### config.mk
export PLATFORM = sky130hd
export DESIGN_NAME = osc_ctrl
export DESIGN_NICKNAME = d
export VERILOG_FILES = /design/src/osc_pkg.sv /design/src/osc_ctrl.sv
export SDC_FILE = /design/constraint.sdc
export NUM_CORES = 1
export LEC_CHECK = 0
export ABC_AREA = 1
export BUFFER_PORTS_ARGS = -buffer_cell sky130_fd_sc_hd__buf_2
export CAP_MARGIN = 20
export CORE_AREA = 3 3 40 42
export CTS_CLUSTER_DIAMETER = 50
export DETAILED_ROUTE_END_ITERATION = 12
export DIE_AREA = 0 0 43 45
export PLACE_DENSITY = 0.66
export SLEW_MARGIN = 20
export SYNTH_ARGS = -nofsm -noshare
export SYNTH_HDL_FRONTEND = slang
export SYNTH_SLANG_ARGS = --single-unit
### constraint.sdc
create_clock -name clk_i -period 1.2 [get_ports clk_i]
set_clock_uncertainty 0.1 [all_clocks]
set_input_delay 0.18 -clock clk_i [delete_from_list [all_inputs] [get_ports clk_i]]
set_output_delay 0.18 -clock clk_i [all_outputs]
set_load 0.02 [all_outputs]
### src/osc_pkg.sv
// shared types and constants for the ordered set ceiling query block
`timescale 1ns / 1ps
`default_nettype none

package osc_pkg;

  localparam int unsigned CapacityDefault = 1024;
  localparam int unsigned KeyWidth = 32;

  localparam logic ModeInsert = 1'b0;
  localparam logic ModeQuery  = 1'b1;

  typedef enum logic [1:0] {
    ST_INSERTED  = 2'd0,
    ST_DUPLICATE = 2'd1,
    ST_FULL      = 2'd2,
    ST_QUERY     = 2'd3
  } status_e;

  typedef struct packed {
    logic                       mode;
    logic signed [KeyWidth-1:0] key;
  } in_req_t;

  typedef struct packed {
    logic [1:0]                 status;
    logic                       found;
    logic signed [KeyWidth-1:0] ceiling_key;
  } out_rsp_t;

  typedef struct packed {
    logic    load;
    logic    rd_mid;
    logic    step;
    logic    shift_init;
    logic    shift_rd;
    logic    shift_wr;
    logic    place;
    logic    rsp_load;
    status_e rsp_status;
  } dp_cmd_t;

  typedef struct packed {
    logic mode;
    logic search_done;
    logic shift_done;
    logic dup;
    logic full;
  } dp_stat_t;

endpackage

`default_nettype wire

### src/osc_ctrl.sv
// controller: sequences search, shift and placement, owns the handshakes
`timescale 1ns / 1ps
`default_nettype none

module osc_ctrl (
  input  wire logic              clk_i,
  input  wire logic              rst_ni,
  input  wire logic              in_valid_i,
  output logic                   in_ready_o,
  output logic                   out_valid_o,
  input  wire logic              out_ready_i,
  input  wire osc_pkg::dp_stat_t stat_i,
  output osc_pkg::dp_cmd_t       cmd_o
);

  typedef enum logic [2:0] {
    S_IDLE,
    S_SEARCH_RD,
    S_SEARCH_CMP,
    S_SHIFT_RD,
    S_SHIFT_WR,
    S_RESPOND
  } state_e;

  state_e           state_q;
  logic             out_valid_q;
  osc_pkg::status_e rsp_status_q;
  logic             out_free;

  assign out_free    = !out_valid_q || out_ready_i;
  assign in_ready_o  = state_q == S_IDLE;
  assign out_valid_o = out_valid_q;

  always_comb begin
    cmd_o            = '0;
    cmd_o.rsp_status = rsp_status_q;
    unique case (state_q)
      S_IDLE: begin
        cmd_o.load = in_valid_i;
      end
      S_SEARCH_RD: begin
        if (!stat_i.search_done) begin
          cmd_o.rd_mid = 1'b1;
        end else if (stat_i.mode == osc_pkg::ModeInsert && !stat_i.dup && !stat_i.full) begin
          cmd_o.shift_init = 1'b1;
        end
      end
      S_SEARCH_CMP: begin
        cmd_o.step = 1'b1;
      end
      S_SHIFT_RD: begin
        if (stat_i.shift_done) begin
          cmd_o.place = 1'b1;
        end else begin
          cmd_o.shift_rd = 1'b1;
        end
      end
      S_SHIFT_WR: begin
        cmd_o.shift_wr = 1'b1;
      end
      S_RESPOND: begin
        cmd_o.rsp_load = out_free;
      end
      default: begin
        cmd_o = '0;
      end
    endcase
  end

  always_ff @(posedge clk_i or negedge rst_ni) begin
    if (!rst_ni) begin
      state_q      <= S_IDLE;
      out_valid_q  <= 1'b0;
      rsp_status_q <= osc_pkg::ST_INSERTED;
    end else begin
      if (state_q == S_RESPOND && out_free) begin
        out_valid_q <= 1'b1;
      end else if (out_ready_i) begin
        out_valid_q <= 1'b0;
      end
      unique case (state_q)
        S_IDLE: begin
          if (in_valid_i) begin
            state_q <= S_SEARCH_RD;
          end
        end
        S_SEARCH_RD: begin
          if (!stat_i.search_done) begin
            state_q <= S_SEARCH_CMP;
          end else if (stat_i.mode == osc_pkg::ModeQuery) begin
            rsp_status_q <= osc_pkg::ST_QUERY;
            state_q      <= S_RESPOND;
          end else if (stat_i.dup) begin
            rsp_status_q <= osc_pkg::ST_DUPLICATE;
            state_q      <= S_RESPOND;
          end else if (stat_i.full) begin
            rsp_status_q <= osc_pkg::ST_FULL;
            state_q      <= S_RESPOND;
          end else begin
            state_q <= S_SHIFT_RD;
          end
        end
        S_SEARCH_CMP: begin
          state_q <= S_SEARCH_RD;
        end
        S_SHIFT_RD: begin
          if (stat_i.shift_done) begin
            rsp_status_q <= osc_pkg::ST_INSERTED;
            state_q      <= S_RESPOND;
          end else begin
            state_q <= S_SHIFT_WR;
          end
        end
        S_SHIFT_WR: begin
          state_q <= S_SHIFT_RD;
        end
        S_RESPOND: begin
          if (out_free) begin
            state_q <= S_IDLE;
          end
        end
        default: begin
          state_q <= S_IDLE;
        end
      endcase
    end
  end

endmodule

`default_nettype wire

# == After elaboration in Yosys (flattened, before gate mapping) ==
# Index checks and enable logic that the tools add are counted.
# totals
output_inout_bits,12
in_bits,9
regBits,6
word_cells,57
# op_classes
n_eq_ne,10
n_bitwise,1
n_reduce_logical,13
n_mux,30
# op_table
op,count
$mux W3,6
$pmux W3 S6,1
$mux W1,16
$mux W2,6
$ne A2 B2 Y1 const B,4
$eq A3 B2 Y1 const B,2
$eq A3 B3 Y1 const B,2
$reduce_or A6 Y1,1
$ne A4 B4 Y1 const B,1
$pmux W2 S2,1
$reduce_and A4 Y1,1
$reduce_bool A2 Y1,2
$eq A3 B1 Y1 const B,1
$logic_and A1 B1 Y1,3
$logic_not A1 Y1,3
$logic_not A3 Y1,1
$reduce_and A2 Y1,1
$logic_or A1 B1 Y1,1
$not A1 Y1,1

# == Logic depth before layout (Yosys ltp) ==
# Gate-level depths: netlist of run 1.
# depth
word_depth,6
ltp_mapped,7
mapped_depth_nobuf,7

# == Worst setup path before layout of run 1 ==
# OpenSTA, ideal clock, no wires.
# synth_path
kind,reg2reg
start,register state_q[1]
end,register state_q[0]
t_required_ns,0.983
arrival_time_ns,1.105
setup_slack_ns,-0.122
setup_ns,0.117
path_stages_with_launch,7
path_buffers,0
period_less_slack_ns,1.322
path_cell_list,dfrtp_1 > inv_2 > nand2_1 > nor2_1 > a21oi_1 > nand2_1 > nand2_1
# synth_via
elab_chain_cells,3
elab_cells_between_ends,10
cone_classes,eq/ne: 7; mux: 1; reduce/logical: 2
# synth_rtl
element,line,text
from (decl),osc_ctrl.sv:25,state_e state_q;
from (signal assigned),osc_ctrl.sv:72,state_q <= S_IDLE;
from (signal assigned),osc_ctrl.sv:84,state_q <= S_SEARCH_RD;
from (signal assigned),osc_ctrl.sv:89,state_q <= S_SEARCH_CMP;
$logic_not A3 Y1 *,--,
named net in_ready_o,osc_ctrl.sv:9,"output logic in_ready_o,"
$ne A2 B2 Y1 (no line),--,
$reduce_and A2 Y1 (no line),--,
# The timed path passes the listed nets; every way through them passes the cells marked *.
# A chain may end at the register's enable or synchronous reset.

==> results of run 1 <==
-- power by group --
group          leakage [nW]  internal, mW  switching [mW]  total, mW
clock                0.0138         0.113          0.0707      0.184
combinational         0.356         0.651           0.689       1.34
sequential           0.0713         0.307           0.132      0.439
total                 0.441          1.07           0.892       1.96
-- registers in the layout (all words and copies together), names as in the netlist --
register      cells
out_valid_o       1
state_q           3
rsp_status_q      2
-- path summary, 6_finish.rpt --
check,cells after the start,start,end
max,6,state_q[2],cmd_o[3]
min,2,stat_i[3],state_q[1]
max reg2reg,6,state_q[2],state_q[2]
min reg2reg,2,rsp_status_q[0],rsp_status_q[0]
max in group asynchronous,2,rst_ni,state_q[1]
min in group asynchronous,2,rst_ni,out_valid_o
-- cell type report --
| type | instances | area, um^2 |
|---|---|---|
| Fill cell | 109 | 445 |
| Timing Repair Buffer | 37 | 299 |
| Multi-Input combinational cell | 46 | 295 |
| Sequential cell | 6 | 154 |
| Inverter | 12 | 50.0 |
| Clock buffer | 3 | 22.5 |
| Tap cell | 15 | 18.8 |
-- stage by stage --
step	instances	TNS, ns	worst slack, ns
floorplan	64	-0.321	-0.0529
global placement	106	-0.526	-0.103
detailed placement	106	-0.641	-0.116
CTS	118	-3.40	-0.285
global route	119	-4.87	-0.385
finish	119	-3.65	-0.309
-- per-layer routing --
| metal | global-route usage | part of all wire | vias up |
|---|---|---|---|
| li1 | - | - | 280 |
| met1 | 0.142 | 0.36 | 259 |
| met2 | 0.287 | 0.57 | 20 |
| met3 | 0.0717 | 0.071 | 0 |
| met4 | 0 | 0 | 0 |
| met5 | 0 | 0 | - |
-- cells in the final DEF (no fill, tap or decap), drive strengths merged --
cell         instances
nand2               15
dlygate4sd3          1
a21boi               2
nand4                1
nor2                14
inv                 12
o211ai               1
nor3                 1
nand3                7
a21oi                3
buf                 36
o21ai                2
clkbuf               3
dfrtp                6
-- cell families after synthesis --
group,count (synthesis),share of synthesized area
buffers and inverters,12,0.108
DFF,6,0.359
and+or+nand+nor,38,0.419
AOI/OAI and AO/OA,8,0.114
-- what timing repair did --
| item | CTS | global route |
|---|---|---|
| buffers inserted | 8 | 2 |
| pin swaps | 7 | 6 |
| endpoints found under the setup margin | 15 | 16 |
| gates resized for setup | 31 | 15 |
| hold endpoints to repair | 6 | 0 |
| hold buffers | 1 | 0 |
==> out/results.ini, run 1 <==
[outcome]
status = complete, but fails checks
violations = negative setup slack

[global_routing]
overflow = 0
grt_antenna_before_repair = 0
grt_pass1_wl_um = 2030
grt_usage = 0.144
grt_max_degree = 8
grt_pass1_vias = 523

[setup_path]
arrival_ns = 1.23
cp.required_ns = 0.92
cp-start-kind = register
path_cells = inv_4, nand3_4, inv_2, nand2_2, inv_2, buf_6
slowest_delay_ns = 0.46
reg2reg_slack_ns = -0.21
crit_slowest_cell = dfrtp_2
crit_buf_inv = 4
cp_max_fo = 5
worst_path_most_repeated_cell = inv_2
worst-setup-path-type = reg2out
crit_family = flip-flops
crit_path_end_kind = output port

[drt]
drt_wl_total_um = 1360
ant_nets = 0
drt-initial-drc-count = 7
vias_per_cell = 4.70
wl_per_cell_um = 11.4
drt_first_pass_iters = 4
routed-via-count = 559
drc = 0

[sta]
hold_ws_ns = 0.115
setup_ws_ns = -0.309
rsz0062_at_grt = true
hold_violations = 0
fmax_mhz = 663
fin_crit_ns = 1.51
maxSlewViolCount = 0
period_share = 1.26
worst_slew_pin_slew_ns = 0.201
setup_viol = 15
slew_headroom = 0.864

[floorplanning]
ios = 21
die_h_um = 45
rows = 13
die_w_um = 43
dieArea_um2 = 1940
core_area_um2 = 1280
initial_core_util = 0.325

[synth]
synthCells = 64
avgSynthCellArea_um2 = 6.53
synth_edf_count = 0
synth_area_um2 = 418
synth_top_cell_by_area = dfrtp_1
ys_ff_latch = 6
synth_common_cells = 15 x nand2_1, 12 x nor2_1, 8 x inv_1
async_reset_ff_frac = 1.00
synth_seq_area_share = 0.359
yosys_warnings = 0
synth.distinct_cells = 15
synth_nets = 73
synth.top_cell.area_share = 0.359
yosysMostFrequentCell = nand2_1
yosys_most_used_dff = dfrtp_1
yosys-top-cells-area = dfrtp_1 36%, nand2_1 13%, nor2_1 11%

[run]
drv_cap = 0

[layout]
final_util = 0.653
fin_area_um2 = 840
area_growth_pct = 101
drive_gt1_frac = 0.663
fin_nets = 115
num_antenna_cells = 0

[pwr]
total_power_mw = 1.96
p_per_area_nw_per_um2 = 2340
power_leakage_nw = 0.441
vdd_drop_max_uv = 988

[placement]
gp_congestion = 0.807
dp.final_hpwl_um = 910
io_buffers = 20
dpl_cell_area_um2 = 603

[clock_network]
cts.clk_slew.worst_paths_ns = 0.04
cts_sinks = 6
cts_tree = yes
clk_path_buf_depth = 2
numCtsBuffers = 3
clock-root-buffer = clkbuf_4
cts_max_level = 1
clkLatencyLatePin_ns = 0.24

[hold_path]
hp-class = in2reg

No activity file was read; power rests on OpenSTA's default activity.
==> run 2: changes to the inputs <==
--- a/config.mk
+++ b/config.mk
@@ -7,8 +7,8 @@
 export LEC_CHECK = 0
 export ABC_AREA = 1
 export BUFFER_PORTS_ARGS = -buffer_cell sky130_fd_sc_hd__buf_2
-export CAP_MARGIN = 20
 export CORE_AREA = 3 3 40 42
+export CTS_BUF_LIST = sky130_fd_sc_hd__clkbuf_8
 export CTS_CLUSTER_DIAMETER = 50
 export DETAILED_ROUTE_END_ITERATION = 12
 export DIE_AREA = 0 0 43 45
==> out/results.ini, run 2 (synthesis gave the netlist of run 1 again) <==
[global_routing]
grt_pass1_vias = 574  ; +9.8%
overflow = 0  ; unchanged
grt_antenna_before_repair = 0  ; unchanged
grt_max_degree = 8  ; unchanged
grt_pass1_wl_um = 2380  ; +17%
grt_usage = 0.170  ; +0.0260

[setup_path]
arrival_ns = 1.20  ; -0.03 ns
rr_startpoint = state_q[1]
worst-setup-path-type = reg2out
startpoint = state_q[1]
reg2reg_depth = 8  ; +2
crit_path_end_kind = output port
r2r_end = rsp_status_q[1]
cp_max_fo = 6  ; +1
cp.required_ns = 0.92  ; about the same
cp-start-kind = register
reg2reg_slack_ns = -0.18  ; +0.03 ns

[layout]
top_register = state_q
drive_gt1_frac = 0.621  ; -0.0421
area_growth_pct = 97.6
largest_reg_flops = 3  ; unchanged
final_common_cell = buf_4
layout_common_cells = 16 x buf_4, 11 x nand2_1, 10 x buf_2, 9 x buf_6, 7 x nor2_1
fin_nets = 114  ; -0.87%
num_antenna_cells = 0  ; unchanged

[clock_network]
clkLatencyLatePin_ns = 0.22  ; -0.02 ns
cts_sinks = 6  ; unchanged
cts.clk_slew.worst_paths_ns = 0.04  ; about the same
cts_max_level = 1  ; unchanged
numCtsBuffers = 3  ; unchanged
cts_tree = yes
clock-root-buffer = clkbuf_8
clk_path_buf_depth = 2  ; unchanged

[drt]
vias_per_cell = 4.84  ; +3.0%
drc = 0  ; unchanged
drt_wl_total_um = 1410  ; +3.8%
ant_nets = 0  ; unchanged
drt_first_pass_iters = 4  ; unchanged
routed-via-count = 571  ; +2.1%
drt-initial-drc-count = 7  ; unchanged
wl_per_cell_um = 12.0  ; +4.7%

[sta]
fin_crit_ns = 1.48  ; -0.0298 ns
maxSlewViolCount = 0  ; unchanged
fmax_mhz = 676  ; +2.0%
setup_ws_ns = -0.280  ; +0.0298 ns
hold_violations = 0  ; unchanged
period_share = 1.23  ; -0.0248
setup_tns_ns = -3.11  ; +0.544 ns
setup_viol = 15  ; unchanged
rsz0062_at_grt = true
worst_slew_pin_slew_ns = 0.184  ; -0.0173 ns
slew_headroom = 0.876  ; +0.0116

[floorplanning]
core_area_um2 = 1280  ; unchanged
die_h_um = 45  ; unchanged
rows = 13  ; unchanged
ios = 21  ; unchanged
die_w_um = 43  ; unchanged
initial_core_util = 0.325  ; unchanged
dieArea_um2 = 1940  ; unchanged

[pwr]
intPower_mw = 1.13  ; +5.5%
p_switching_uw = 895  ; +0.33%
p_per_area_nw_per_um2 = 2450  ; +4.9%
combPwrFrac = 0.640  ; -0.043
pwr-share-seq = 0.209  ; -0.015
switching_share = 0.442  ; -0.0125
power_leakage_nw = 0.439  ; -0.38%
clkPwrFrac = 0.151  ; +0.057
total_power_mw = 2.02  ; +3.2%
vdd_drop_max_uv = 1070  ; +8.4%

[placement]
dp.final_hpwl_um = 910  ; unchanged
io_buffers = 20  ; unchanged
gp_congestion = 0.807  ; unchanged

[hold_path]
min_to = state_q[1]
hold_path.startpoint = stat_i[3]
holdPathStages = 2  ; unchanged
hp-class = in2reg

[outcome]
status = complete, but fails checks
violations = negative setup slack

[run]
drv_cap = 0  ; unchanged

## run 2: worst max path at each step
stage                       to  slack (ns)  cells after the start
floorplan           state_q[1]       -0.05                      5
global placement      cmd_o[3]       -0.10                      6
detailed placement    cmd_o[3]       -0.12                      6
CTS                   cmd_o[6]       -0.25                      6
global route          cmd_o[3]       -0.34                      6
finish                cmd_o[6]       -0.28                      6
## run 2: final cells by class
cell class / instances / area (um^2)
fillers: 117 / 459
multi-input cells: 46 / 284
repair buffers: 36 / 282
flip-flops and latches: 6 / 153
inverters: 12 / 47.5
clock buffers: 3 / 41.3
well taps: 15 / 18.8
## run 2: what timing repair did
action                                  CTS  global route
endpoints found under the setup margin   15            16
endpoints found under the hold margin     6             0
resized for setup                        37             3
pin swaps                                 6             2
setup buffers                             7             1
hold buffers                              1             0
## run 2: layer usage
layer | vias to the layer above | wire length [um] | track usage
met5 | - | 0 | 0
met4 | 0 | 14 | 0
met3 | 2 | 127 | 0.0757
met2 | 26 | 807 | 0.362
met1 | 262 | 463 | 0.154
li1 | 281 | - | -
## run 2: stage by stage
stage	cells	cell area (um^2)	worst slack [ns]	hold slack, ns	utilization
2_1_floorplan	64	432	-0.0529	-0.216	-
3_3_place_gp	106	603	-0.103	-0.0890	0.469
3_5_place_dp	106	603	-0.116	-0.0914	0.469
4_1_cts	117	812	-0.246	0.125	0.632
5_1_grt	118	826	-0.340	0.140	0.643
6_report	118	826	-0.280	0.130	0.643
## run 2: power by group through the flow
stage	Combinational [mW]	Sequential [mW]	Clock [mW]
2_1_floorplan	0.562	0.406	0
3_5_place_dp	0.895	0.402	0
5_1_grt	1.41	0.439	0.325
4_1_cts	1.26	0.420	0.309
3_3_place_gp	0.883	0.397	0
6_report	1.30	0.423	0.305
## run 2: critical path, stage by stage, from the launching register on
cell and delay, ns:
dfrtp_1 0.40, inv_2 0.11, nand2_1 0.06, nor2_1 0.09
nand2_1 0.08, nor2_2 0.11, buf_6 0.13
==> run 3: changes to the inputs <==
--- a/config.mk
+++ b/config.mk
@@ -7,12 +7,12 @@
 export LEC_CHECK = 0
 export ABC_AREA = 1
 export BUFFER_PORTS_ARGS = -buffer_cell sky130_fd_sc_hd__buf_2
-export CORE_AREA = 3 3 40 42
+export CORE_MARGIN = 3
+export CORE_UTILIZATION = 25
 export CTS_BUF_LIST = sky130_fd_sc_hd__clkbuf_8
 export CTS_CLUSTER_DIAMETER = 50
 export DETAILED_ROUTE_END_ITERATION = 12
-export DIE_AREA = 0 0 43 45
-export PLACE_DENSITY = 0.66
+export PLACE_DENSITY = 0.56
 export SLEW_MARGIN = 20
 export SYNTH_ARGS = -nofsm -noshare
 export SYNTH_HDL_FRONTEND = slang
==> out/results.ini, run 3 (synthesis gave the netlist of run 1 again) <==
[outcome]
status = complete, but fails checks
violations = negative setup slack

[pwr]
power_leakage_nw = 0.438  ; -0.19%
vdd_drop_max_uv = 933  ; -13%
p_per_area_nw_per_um2 = 2360  ; -3.8%

[run]
drv_cap = 0  ; unchanged

[hold_path]
hp-class = in2reg
hold_path.startpoint = stat_i[3]
min_to = state_q[1]
holdPathStages = 2  ; unchanged

[sta]
worst_slew_pin_slew_ns = 0.206  ; +0.0218 ns
fin_crit_ns = 1.49  ; +0.0138 ns
maxSlewViolCount = 0  ; unchanged
slew_headroom = 0.861  ; -0.0147
fmax_mhz = 670  ; -0.92%
rsz0062_at_grt = true
setup_ws_ns = -0.293  ; -0.0138 ns
setup_viol = 14  ; -1
period_share = 1.24  ; +0.0115
hold_violations = 0  ; unchanged

[drt]
routed-wl-met3_um = 107  ; -16%
routed-via-count = 548  ; -4.0%
drt_first_pass_iters = 1  ; -3
vias_per_cell = 4.61  ; -4.8%
drt-initial-drc-count = 0  ; -7
wl_per_cell_um = 10.7  ; -11%
routed-wl-met2_um = 647  ; -20%
top_layer = met4
ant_nets = 0  ; unchanged
drc = 0  ; unchanged
wl_met1_um = 509  ; +9.9%
drt_wl_total_um = 1280  ; -9.8%

[setup_path]
worst_path_most_repeated_cell = nand2_2
reg2reg_depth = 9  ; +1
crit_family = flip-flops
cp_max_fo = 6  ; unchanged
crit_path_end_kind = output port
r2r_end = rsp_status_q[0]
cp.required_ns = 0.92  ; about the same
crit_buf_inv = 2  ; unchanged
worst-setup-path-type = reg2out
cp-start-kind = register
rr_startpoint = state_q[1]
slowest_delay_ns = 0.39  ; about the same
path_cells = inv_2, nand2_2, nor2_2, nand2_2, nor2_4, buf_6
crit_slowest_cell = dfrtp_1
arrival_ns = 1.21  ; about the same
reg2reg_slack_ns = -0.19  ; about the same

[placement]
dp.final_hpwl_um = 906  ; -0.44%
io_buffers = 20  ; unchanged
gp_congestion = 0.713  ; -12%
place_ws_ns = -0.0925  ; +0.0236 ns

[layout]
layout_common_cells = 20 x buf_4, 11 x nand2_1, 9 x buf_2, 7 x inv_1
fin_nets = 114  ; unchanged
area_growth_pct = 97.3
final_common_cell = buf_4
final_util = 0.535  ; -0.108
num_antenna_cells = 0  ; unchanged
multi_input_area_um2 = 290  ; +2.2%
top_register = state_q
drive_gt1_frac = 0.641  ; +0.0194
nFillCells = 170  ; +45%
register_area_um2 = 153  ; unchanged
largest_reg_flops = 3  ; unchanged

[clock_network]
cts_sinks = 6  ; unchanged
cts_max_level = 1  ; unchanged
cts.clk_slew.worst_paths_ns = 0.04  ; about the same
clkLatencyLatePin_ns = 0.22  ; about the same
cts_tree = yes
clk_path_buf_depth = 2  ; unchanged
clock-root-buffer = clkbuf_8
numCtsBuffers = 3  ; unchanged

[floorplanning]
ios = 21  ; unchanged
initial_core_util = 0.271  ; -0.0541
core_area_um2 = 1540  ; +20%
rows = 14  ; +1
dieArea_um2 = 2200  ; +14%
die_h_um = 46.9  ; +4.2%
die_w_um = 46.9  ; +9.0%

[global_routing]
grt_pass1_wl_um = 2080  ; -13%
grt_pass1_vias = 513  ; -11%
grt_antenna_before_repair = 0  ; unchanged
grt_usage = 0.135  ; -0.0346
overflow = 0  ; unchanged
grt_max_degree = 8  ; unchanged

run 3: repair_timing:
| item | CTS | global route |
|---|---|---|
| endpoints found under the hold margin | 6 | 0 |
| endpoints found under the setup margin | 14 | 16 |
| hold buffers | 1 | 0 |
| setup buffers | 6 | 2 |
| resized for setup | 29 | 9 |
| pin swaps | 5 | 4 |
run 3: how the worst max path moves through the flow:
stage	start	depth (start not counted)	end
final	state_q[1]	6	cmd_o[6]
after global routing	state_q[1]	6	cmd_o[6]
after CTS	state_q[0]	4	cmd_o[9]
after detailed placement	state_q[2]	6	cmd_o[3]
after global placement	state_q[2]	6	cmd_o[3]
after floorplan	state_q[1]	5	state_q[1]
run 3: per-stage QoR:
step	std cells	area, um^2	TNS (ns)	power [mW]	hold slack [ns]
after floorplan	64	432	-0.321	0.968	-0.216
after global placement	108	612	-0.583	1.31	-0.0887
after detailed placement	108	612	-0.503	1.31	-0.0877
after CTS	117	781	-2.66	1.87	0.114
after global routing	119	825	-4.02	2.10	0.134
final	119	825	-3.02	1.94	0.108
run 3: final cells by class:
type,instances,area share
Multi-Input combinational cell,46,0.352
Tap cell,16,0.0243
Timing Repair Buffer,36,0.331
Clock buffer,3,0.0501
Inverter,12,0.0577
Sequential cell,6,0.185
run 3: power breakdown:
group          total [mW]  internal (mW)  switching (mW)
clock               0.303          0.216          0.0874
combinational        1.21          0.572           0.642
sequential          0.428          0.305           0.123
total                1.94           1.09           0.852
run 3: layer usage:
layer  up-vias  track usage
li1        282            -
met1       246        0.161
met2        18        0.222
met3         2       0.0613
met4         0       0.0331
met5         -            0
